## src/rtl/core/aliquot_sum_classifier_defines.svh

```systemverilog
// Assertion macros for aliquot_sum_classifier.sv, the one file that asserts.
`ifndef ALIQUOT_SUM_CLASSIFIER_DEFINES_SVH
`define ALIQUOT_SUM_CLASSIFIER_DEFINES_SVH

// Same-cycle implication, clocked on clk, off while arst_n is low.
`define ASC_ASSERT_NOW(lbl, pre, post) \
	lbl: assert property (@(posedge clk) disable iff (!arst_n) (pre) |-> (post)) \
		else $error("aliquot_sum_classifier: same-cycle check failed");

// Next-cycle implication.
`define ASC_ASSERT_NEXT(lbl, pre, post) \
	lbl: assert property (@(posedge clk) disable iff (!arst_n) (pre) |=> (post)) \
		else $error("aliquot_sum_classifier: next-cycle check failed");

`endif

```

## src/rtl/core/asc_pkg.sv

```systemverilog
package asc_pkg;

	localparam int NUMBER_BITS = 16;
	localparam int SUM_BITS    = 18;
	// aliquot sum stays below 8*n for any n under 2^31
	localparam int ACC_W = (NUMBER_BITS + 3 > SUM_BITS) ? NUMBER_BITS + 3 : SUM_BITS;
	localparam int CNT_W = $clog2(NUMBER_BITS);

	typedef struct packed {
		logic load_a;
		logic load_b;
		logic div_init;
		logic div_step;
		logic accum;
		logic save_a;
		logic finish;
	} cmd_t;

	typedef struct packed {
		logic cand_done;
		logic bit_last;
		logic amic_go;
	} sts_t;

endpackage

```

## src/rtl/core/asc_datapath.sv

```systemverilog
module asc_datapath (
	input  logic                             clk,
	input  logic                             arst_n,
	input  logic [asc_pkg::NUMBER_BITS-1:0]  num_a,
	input  logic [asc_pkg::NUMBER_BITS-1:0]  num_b,
	input  asc_pkg::cmd_t                    cmd,
	output asc_pkg::sts_t                    sts,
	output logic [asc_pkg::SUM_BITS-1:0]     divisor_sum_a,
	output logic                             is_perfect,
	output logic                             is_deficient,
	output logic                             is_amicable,
	output logic                             done
);
	import asc_pkg::*;

	logic [NUMBER_BITS-1:0] a_q, b_q, n_q, d_q, rem_q;
	logic [CNT_W-1:0]       bit_q;
	logic [ACC_W-1:0]       sum_q, sum_a_q;
	logic                   ran_b_q;
	logic [NUMBER_BITS:0]   trial;
	logic [NUMBER_BITS:0]   trial_sub;
	logic [NUMBER_BITS-1:0] rem_next;
	logic [ACC_W-1:0]       a_ext;

	// one restoring division step per cycle, remainder only
	assign trial     = {rem_q, n_q[bit_q]};
	assign trial_sub = trial - {1'b0, d_q};
	assign rem_next  = (trial >= {1'b0, d_q}) ? trial_sub[NUMBER_BITS-1:0]
	                                          : trial[NUMBER_BITS-1:0];
	assign a_ext     = ACC_W'(a_q);

	assign sts.cand_done = (d_q >= n_q);
	assign sts.bit_last  = (bit_q == '0);
	assign sts.amic_go   = (a_q != '0) && (b_q != '0) && (sum_q == ACC_W'(b_q));

	always_ff @(posedge clk) begin
		if (cmd.load_a) begin
			a_q     <= num_a;
			b_q     <= num_b;
			n_q     <= num_a;
			d_q     <= NUMBER_BITS'(2);
			sum_q   <= (num_a < NUMBER_BITS'(2)) ? '0 : ACC_W'(1);
		end else if (cmd.load_b) begin
			n_q     <= b_q;
			d_q     <= NUMBER_BITS'(2);
			sum_q   <= (b_q < NUMBER_BITS'(2)) ? '0 : ACC_W'(1);
		end else if (cmd.accum) begin
			if (rem_q == '0) begin
				sum_q <= sum_q + ACC_W'(d_q);
			end
			d_q <= d_q + NUMBER_BITS'(1);
		end
		if (cmd.div_init) begin
			rem_q <= '0;
			bit_q <= CNT_W'(NUMBER_BITS - 1);
		end else if (cmd.div_step) begin
			rem_q <= rem_next;
			bit_q <= bit_q - CNT_W'(1);
		end
		if (cmd.save_a) begin
			sum_a_q <= sum_q;
		end
		if (cmd.finish) begin
			divisor_sum_a <= sum_a_q[SUM_BITS-1:0];
			is_perfect    <= (a_q != '0) && (sum_a_q == a_ext);
			is_deficient  <= (a_q != '0) && (sum_a_q < a_ext);
			is_amicable   <= ran_b_q && (sum_q == a_ext);
		end
	end

	always_ff @(posedge clk or negedge arst_n) begin
		if (!arst_n) begin
			ran_b_q <= 1'b0;
			done    <= 1'b0;
		end else begin
			if (cmd.load_a) begin
				ran_b_q <= 1'b0;
			end else if (cmd.load_b) begin
				ran_b_q <= 1'b1;
			end
			done <= cmd.finish;
		end
	end

endmodule

```

## src/rtl/core/asc_ctrl.sv

```systemverilog
module asc_ctrl (
	input  logic          clk,
	input  logic          arst_n,
	input  logic          start,
	input  asc_pkg::sts_t sts,
	output asc_pkg::cmd_t cmd,
	output logic          busy
);
	import asc_pkg::*;

	localparam logic [2:0] ST_IDLE   = 3'd0;
	localparam logic [2:0] ST_SETUP  = 3'd1;
	localparam logic [2:0] ST_DIV    = 3'd2;
	localparam logic [2:0] ST_ACC    = 3'd3;
	localparam logic [2:0] ST_END    = 3'd4;
	localparam logic [2:0] ST_FINISH = 3'd5;

	logic [2:0] state_q, state_d;
	logic       phase_q, phase_d;

	assign busy = (state_q != ST_IDLE);

	always_comb begin
		cmd     = '0;
		state_d = state_q;
		phase_d = phase_q;
		unique case (state_q)
			ST_IDLE: begin
				if (start) begin
					cmd.load_a = 1'b1;
					phase_d    = 1'b0;
					state_d    = ST_SETUP;
				end
			end
			ST_SETUP: begin
				if (sts.cand_done) begin
					state_d = ST_END;
				end else begin
					cmd.div_init = 1'b1;
					state_d      = ST_DIV;
				end
			end
			ST_DIV: begin
				cmd.div_step = 1'b1;
				if (sts.bit_last) begin
					state_d = ST_ACC;
				end
			end
			ST_ACC: begin
				cmd.accum = 1'b1;
				state_d   = ST_SETUP;
			end
			ST_END: begin
				if (!phase_q) begin
					cmd.save_a = 1'b1;
					if (sts.amic_go) begin
						cmd.load_b = 1'b1;
						phase_d    = 1'b1;
						state_d    = ST_SETUP;
					end else begin
						state_d = ST_FINISH;
					end
				end else begin
					state_d = ST_FINISH;
				end
			end
			ST_FINISH: begin
				cmd.finish = 1'b1;
				state_d    = ST_IDLE;
			end
			default: begin
				state_d = ST_IDLE;
			end
		endcase
	end

	always_ff @(posedge clk or negedge arst_n) begin
		if (!arst_n) begin
			state_q <= ST_IDLE;
			phase_q <= 1'b0;
		end else begin
			state_q <= state_d;
			phase_q <= phase_d;
		end
	end

endmodule

```

## src/rtl/core/aliquot_sum_classifier.sv

```systemverilog
// channel   ports                                           handshake
// request   num_a, num_b                                    start & !busy
// result    divisor_sum_a, is_perfect, is_deficient,        done, one cycle
//           is_amicable
//
// One request at a time. Each candidate divisor 2..n-1 takes a setup state, NUMBER_BITS
// steps of the one-bit-per-cycle remainder unit and an accumulate state; the partner
// is run the same way only when the first sum equals it.
// arst_n clears the controller; done pulses for one cycle and cannot be held off.
`include "aliquot_sum_classifier_defines.svh"

module aliquot_sum_classifier (
	input  logic                            clk,
	input  logic                            arst_n,
	input  logic                            start,
	output logic                            busy,
	input  logic [asc_pkg::NUMBER_BITS-1:0] num_a,
	input  logic [asc_pkg::NUMBER_BITS-1:0] num_b,
	output logic                            done,
	output logic [asc_pkg::SUM_BITS-1:0]    divisor_sum_a,
	output logic                            is_perfect,
	output logic                            is_deficient,
	output logic                            is_amicable
);
	import asc_pkg::*;

	cmd_t cmd;
	sts_t sts;

	asc_ctrl u_ctrl (
		.clk    (clk),
		.arst_n (arst_n),
		.start  (start),
		.sts    (sts),
		.cmd    (cmd),
		.busy   (busy)
	);

	asc_datapath u_dp (
		.clk           (clk),
		.arst_n        (arst_n),
		.num_a         (num_a),
		.num_b         (num_b),
		.cmd           (cmd),
		.sts           (sts),
		.divisor_sum_a (divisor_sum_a),
		.is_perfect    (is_perfect),
		.is_deficient  (is_deficient),
		.is_amicable   (is_amicable),
		.done          (done)
	);

	`ASC_ASSERT_NOW(a_done_idle, done, !busy)
	`ASC_ASSERT_NEXT(a_req_busy, start && !busy, busy)
	`ASC_ASSERT_NEXT(a_done_pulse, done, !done)
	`ASC_ASSERT_NOW(a_flags_excl, done, !(is_perfect && is_deficient))

endmodule

```

## config.mk

```make
export PLATFORM = sky130hd
export DESIGN_NAME = aliquot_sum_classifier
export DESIGN_NICKNAME = d
export VERILOG_FILES = /design/src/rtl/core/asc_pkg.sv /design/src/rtl/core/asc_datapath.sv /design/src/rtl/core/asc_ctrl.sv /design/src/rtl/core/aliquot_sum_classifier.sv
export VERILOG_INCLUDE_DIRS = /design/src /design/src/rtl/core
export SDC_FILE = /design/constraint.sdc
export NUM_CORES = 1
export LEC_CHECK = 0
export BUFFER_PORTS_ARGS = -buffer_cell sky130_fd_sc_hd__buf_2
export CAP_MARGIN = 10
export CORE_ASPECT_RATIO = 1.1
export CORE_MARGIN = 2
export CORE_UTILIZATION = 55
export CTS_CLUSTER_SIZE = 10
export DETAILED_ROUTE_END_ITERATION = 7
export MAX_ROUTING_LAYER = met4
export PLACE_DENSITY = 0.77
export SETUP_SLACK_MARGIN = 0.2
export SYNTH_ARGS = -nofsm -noshare
export SYNTH_HDL_FRONTEND = slang
export SYNTH_HIERARCHICAL = 1
export SYNTH_SLANG_ARGS = --single-unit
```

## constraint.sdc

```tcl
create_clock -name clk -period 3.5 [get_ports clk]
set_input_delay 0.7 -clock clk [delete_from_list [all_inputs] [get_ports clk]]
set_output_delay 0.7 -clock clk [all_outputs]
set_load 0.005 [all_outputs]
```

==> results.json, run 1 <==
{
  "max_freq_mhz": 292,
  "clkTransAtPathRegs_ns": 0.06,
  "clock-root-buffer": "clkbuf_16",
  "totalWireLength_um": 21100,
  "syn-num-nets": 858,
  "synth-edff-count": 107,
  "regArea_mm2": 0.00409,
  "skew_ns": 0.00984,
  "setup_tns_ns": 0,
  "path_delay_family": "multiplexers",
  "synth.cell_area_mm2": 0.00840,
  "power_mw": 8.36,
  "drcViolationCount": 0,
  "grt_pass1_vias": 6290,
  "reg2regPathDepth": 14,
  "cts_sinks": 149,
  "tightest_slew_ns": 0.758,
  "worst_hold_path_type": "in -> async",
  "postSynth.asyncResetShare": 0.0403,
  "clock_latency_ns": 0.43,
  "seq_area_frac_synth": 0.486,
  "reg2reg_setup_slack_ns": 0.08,
  "ant_nets": 0,
  "drt_first_pass_iters": 5,
  "hold_viol": 0,
  "drtIter0Drc": 461,
  "grt_setup_unrepaired": "yes",
  "setup_viol_count_final": 0,
  "syn_area_per_cell_um2": 11.1,
  "gp_congestion": 0.923,
  "total_leakage_power_nw": 3.95,
  "ir_drop_uv": 675,
  "n_antenna_cell": 0,
  "cts.htree.levels": 4,
  "crit_arrival_ns": 3.72,
  "period_minus_slack_ns": 3.42,
  "yosys_warnings": 6,
  "io_buffer_count": 57,
  "drive_gt1_frac": 0.214,
  "max_slew_margin": 0.489,
  "numCtsBuffers": 17,
  "via_count": 6285,
  "worstPathCellList": "mux4_2 > mux4_2 > inv_2 > ha_4 > inv_2 > fa_2 > a21o_1 > a221oi_2 > buf_4 > o211a_4 > o31ai_1 > a21oi_1 > xor2_1 > o221ai_1",
  "multi_input_area_mm2": 0.00419,
  "die_h_um": 134,
  "status": "complete, no violations",
  "ios": 58,
  "start_kind": "flip-flop",
  "num_rows": 47,
  "routed_via_density": 5.97,
  "cpMaxStageDelayCell": "mux4_2",
  "syn_to_final_growth_pct": 17.4,
  "syn_inst": 755,
  "max_cap_viol_count": 0,
  "synth_cell_types": 69,
  "power_per_cell_area_mw_per_mm2": 848,
  "post_dp_cell_area_mm2": 0.00902,
  "final_common_cell": "edfxtp_1",
  "ys.flop_type": "edfxtp_1",
  "maxSlewViolCount": 0,
  "setup_ws_ns": 0.0756,
  "nNetsFinal": 946,
  "final_design_area_no_fill_mm2": 0.00986,
  "final.fill_count": 1122,
  "crit_buf_inv": 3,
  "grt_overflow_total": 0,
  "most-common-layout-cells": "107 x edfxtp_1, 66 x nor2_1, 65 x ha_1, 58 x inv_1, 57 x buf_2",
  "grt_pass1_wl_um": 32300,
  "crit_path_end_kind": "flip-flop",
  "regToRegEndpoint": "u_dp/rem_q[12]",
  "critPathMaxFanout": 5,
  "ys_seq_elements": 149,
  "antenna_found_initial": 0,
  "dieArea_mm2": 0.0163,
  "hpwl_um": 15400,
  "core_region_area_mm2": 0.0150,
  "r2r_start": "u_dp/bit_q[0]",
  "grt_max_degree": 52,
  "cts.path.max_buffers": 2,
  "critical_path_required_ns": 3.80,
  "drt-wirelength-per-cell_um": 20.1,
  "track_usage": 0.272,
  "finalCritPeriodShare": 0.978,
  "initial_utilization": 0.560,
  "fp.dieW_um": 122,
  "dp_slack_ns": -0.196,
  "crit_type": "reg -> reg",
  "slowest_delay_ns": 0.51,
  "cts_tree": "done"
}
==> through the flow <==
stage	hold slack [ns]	instances	util
floorplan	0.404	755	-
global placement	0.433	1007	0.601
detailed placement	0.444	1007	0.601
CTS	0.0974	1044	0.645
global route	0.0925	1052	0.657
finish	0.0971	1052	0.657
==> metal layers <==
metal / vias to the layer above / track usage / routed length, µm
li1: 2980 / - / -
met1: 3045 / 0.313 / 8500
met5: - / - / 0
met2: 199 / 0.458 / 10700
met4: 0 / 0.114 / 799
met3: 61 / 0.0591 / 1090
==> sequential cells by signal, indices dropped and copies added (netlist names), 3 cells and up <==
name,flops
u_ctrl/state_q,3
u_dp/a_q,16
u_dp/b_q,16
u_dp/bit_q,4
u_dp/d_q,16
u_dp/divisor_sum_a,18
u_dp/n_q,16
u_dp/rem_q,16
u_dp/sum_a_q,19
u_dp/sum_q,19
==> worst register-to-register path: cells and delay by family, from the launching register on <==
kind / cells / cell delay, ns
AOI/OAI and AO/OA: 6 / 0.95
xor gates and xnor gates: 1 / 0.16
adders and majority gates: 2 / 0.46
buffers and inverters: 3 / 0.30
DFF: 1 / 0.39
muxes: 2 / 1.02
==> final cells by class <==
type	count	share of cell area
Sequential cell	149	0.415
Tap cell	196	0.0249
Timing Repair Buffer	85	0.0534
Clock buffer	19	0.0439
Clock inverter	13	0.0152
Inverter	61	0.0232
Multi-Input combinational cell	529	0.425
==> synthesized netlist by cell type (6+ instances only) <==
master    instances  share of area
a311oi_1          6         0.0063
nor2_1           66          0.030
nor2b_1          10         0.0075
edfxtp_1        107           0.38
clkbuf_1         11         0.0049
inv_1            60          0.027
nor3_1           15         0.0089
dfrtp_1           6          0.018
mux2_2           16          0.021
nand3_1          19          0.011
nand2b_1         13         0.0097
a21o_1           21          0.019
nor4_1           21          0.016
xor2_1           32          0.033
xnor2_1          43          0.045
o21ai_0          18          0.011
and3_1            7         0.0052
a21oi_1          29          0.017
ha_1             66          0.098
nand2_1          29          0.013
or3_1            10         0.0075
o21a_1            8         0.0072
nand4_1          16          0.012
dfxtp_1          36          0.086
==> how the worst max path moves through the flow <==
stage	startpoint	end	slack (ns)	depth (start not counted)
6_report	u_dp/bit_q[0]	u_dp/rem_q[12]	0.08	14
5_1_grt	u_dp/bit_q[0]	u_dp/rem_q[12]	-0.03	14
4_1_cts	u_dp/bit_q[0]	u_dp/rem_q[12]	0.05	14
3_5_place_dp	u_dp/bit_q[0]	u_dp/rem_q[12]	-0.20	14
3_3_place_gp	u_dp/bit_q[0]	u_dp/rem_q[12]	-0.15	14
2_1_floorplan	u_ctrl/state_q[1]	u_dp/n_q[0]	0.21	6
==> report_power, final <==
part	internal [mW]	total, mW	switching [mW]
logic	1.73	3.75	2.02
clock network	1.06	1.80	0.739
registers	2.37	2.82	0.446
total	5.16	8.36	3.20
==> repair_timing <==
item                                    CTS  global route
buffers inserted                          4             7
cloned                                    1             1
pin swaps                                14            15
endpoints found under the setup margin    7            12
resized for setup                         9            26
hold buffers                              0             0
==> cells by family (layout without fill, tap and decap cells) <==
| group | count (synthesis) | after routing | synth area share |
|---|---|---|---|
| and+or+nand+nor | 226 | 228 | 0.141 |
| DFF | 149 | 149 | 0.486 |
| AOI/OAI and AO/OA | 134 | 134 | 0.115 |
| buffers and inverters | 79 | 178 | 0.0383 |
| xor gates and xnor gates | 75 | 75 | 0.0782 |
| adders and majority gates | 68 | 68 | 0.103 |
| muxes | 24 | 24 | 0.0386 |
Power figures use the tool's default switching activity.
==> run 2: changes to the inputs <==
Settings changed: CORE_ASPECT_RATIO 1.1 to 1.4.
==> run 2 against run 1 <==
Net effect:
- final area fell by 1.9%
- critical path depth did not move
- wire length barely moved
- setup slack got worse by 0.00081 ns
- power fell by 4.2%
- largest cell class unchanged
- combinational power fell by 9.1%
- sequential share of layout area rose by 0.79 points
- non-clock buffer count fell by 11
- clock power fell by 2%
- cell count fell by 1.6%
- critical path type unchanged
- die area barely moved
==> results.json, run 2 (same netlist as run 1, synthesis figures left out) <==
{
  "max_freq_mhz": 292,
  "drcViolationCount": 0,
  "p_seq_frac": 0.354,
  "critical_path_required_ns": 3.78,
  "most-common-layout-cells": "107 x edfxtp_1, 65 x nor2_1, 65 x ha_1, 58 x inv_1, 57 x buf_2",
  "worstPathCellList": "mux4_2 > mux4_2 > inv_2 > ha_4 > inv_2 > fa_2 > a21o_1 > a221oi_2 > buf_4 > o211a_4 > nor3_2 > o22ai_1 > xor2_1 > o221ai_1",
  "dieArea_mm2": 0.0163,
  "grt_pass1_wl_um": 32100,
  "grt_pass1_vias": 6178,
  "n_antenna_cell": 0,
  "reg_top3": "u_dp/sum_a_q: 19 flops, u_dp/sum_q: 19 flops, u_dp/divisor_sum_a: 18 flops",
  "power_mw": 8.01,
  "nNetsFinal": 933,
  "ant_nets": 0,
  "num_rows": 53,
  "ios": 58,
  "cts.htree.levels": 4,
  "p_sw_mw": 3.08,
  "drt-wirelength-per-cell_um": 20.4,
  "final.fill_count": 1155,
  "max_cap_viol_count": 0,
  "die_h_um": 150,
  "final_design_area_no_fill_mm2": 0.00968,
  "tightest_slew_ns": 0.730,
  "total_leakage_power_nw": 3.88,
  "cts_tree": "done",
  "gp_congestion": 0.950,
  "final_core_util": 0.646,
  "combPwrFrac": 0.425,
  "cpMaxStageDelayCell": "mux4_2",
  "start_kind": "flip-flop",
  "drive_gt1_frac": 0.190,
  "crit_type": "reg -> reg",
  "maxSlewViolCount": 0,
  "numCtsBuffers": 17,
  "swShare": 0.385,
  "skew_ns": 0.0121,
  "crit_path_end_kind": "flip-flop",
  "period_minus_slack_ns": 3.43,
  "setup_tns_ns": 0,
  "clock-root-buffer": "clkbuf_16",
  "crit_buf_inv": 3,
  "power_per_cell_area_mw_per_mm2": 827,
  "core_region_area_mm2": 0.0150,
  "clock_latency_ns": 0.41,
  "crit_arrival_ns": 3.71,
  "status": "complete, no violations",
  "io_buffer_count": 57,
  "grt_setup_unrepaired": "yes",
  "slowest_delay_ns": 0.51,
  "fin_cells": 1035,
  "cts_sinks": 149,
  "grt_overflow_total": 0,
  "cts.path.max_buffers": 2,
  "setup_viol_count_final": 0,
  "finalCritPeriodShare": 0.979,
  "final_common_cell": "edfxtp_1",
  "drtIter0Drc": 467,
  "antenna_found_initial": 0,
  "path_delay_family": "multiplexers",
  "grt_max_degree": 52,
  "routed_via_density": 6.04,
  "fp.dieW_um": 108,
  "initial_utilization": 0.560,
  "track_usage": 0.272,
  "via_count": 6254,
  "totalWireLength_um": 21100,
  "syn_to_final_growth_pct": 15.2,
  "drt_first_pass_iters": 5,
  "hpwl_um": 15800,
  "worst_hold_path_type": "in -> async",
  "hold_viol": 0,
  "holdBufCountCts": 0,
  "critPathMaxFanout": 5,
  "dpl.cell_count": 1000,
  "internal_power_mw": 4.92,
  "post_dp_cell_area_mm2": 0.00900,
  "clkTransAtPathRegs_ns": 0.07,
  "max_slew_margin": 0.512,
  "clock_power_share": 0.220,
  "ir_drop_uv": 524
}
-- run 2: final timing paths --
check	startpoint	slack, ns	to	cells past startpoint
setup / recovery	u_dp/bit_q[0]	0.07	u_dp/rem_q[14]	14
hold / removal	arst_n	0.13	u_ctrl/phase_q	1
setup reg to reg	u_dp/bit_q[0]	0.07	u_dp/rem_q[14]	14
hold reg to reg	u_dp/sum_a_q[0]	0.45	u_dp/divisor_sum_a[0]	0
max in group asynchronous	arst_n	3.19	u_dp/ran_b_q	1
min in group clk	u_dp/sum_a_q[0]	0.45	u_dp/divisor_sum_a[0]	0
-- run 2: metrics by stage --
step	hold WS (ns)	setup WS (ns)
4_1_cts	0.120	0.0933
3_3_place_gp	0.432	-0.115
3_5_place_dp	0.435	-0.135
6_report	0.126	0.0748
2_1_floorplan	0.404	0.208
5_1_grt	0.119	-0.0593
-- run 2: layer usage --
layer	global-route usage	part of all wire
met2	0.478	0.53
met5	-	0
met3	0.0325	0.045
met1	0.292	0.37
met4	0.162	0.053
-- run 2: repair_timing --
item / in CTS / in global routing
resized for setup: 8 / 11
endpoints found under the setup margin: 7 / 12
pin swaps: 12 / 7
endpoints found under the hold margin: 0 / 0
setup buffers: 0 / 3
-- run 2: cell type report --
cell class | count | area (µm²) | share of cell area
timing repair buffer | 74 | 442 | 0.0456
sequential | 149 | 4090 | 0.422
clock buffer | 17 | 425 | 0.0440
clock inverter | 15 | 148 | 0.0153
inverter | 61 | 229 | 0.0237
tap | 192 | 240 | 0.0248
multi-input combinational | 527 | 4100 | 0.424
-- run 2: power by group through the flow --
stage          logic (mW)  clock network (mW)  registers (mW)
2_1_floorplan        2.51                   0            2.65
3_3_place_gp         3.09                   0            2.83
3_5_place_dp         3.17                   0            2.85
4_1_cts              3.24                1.78            2.82
5_1_grt              3.74                1.85            2.87
6_report             3.41                1.76            2.84
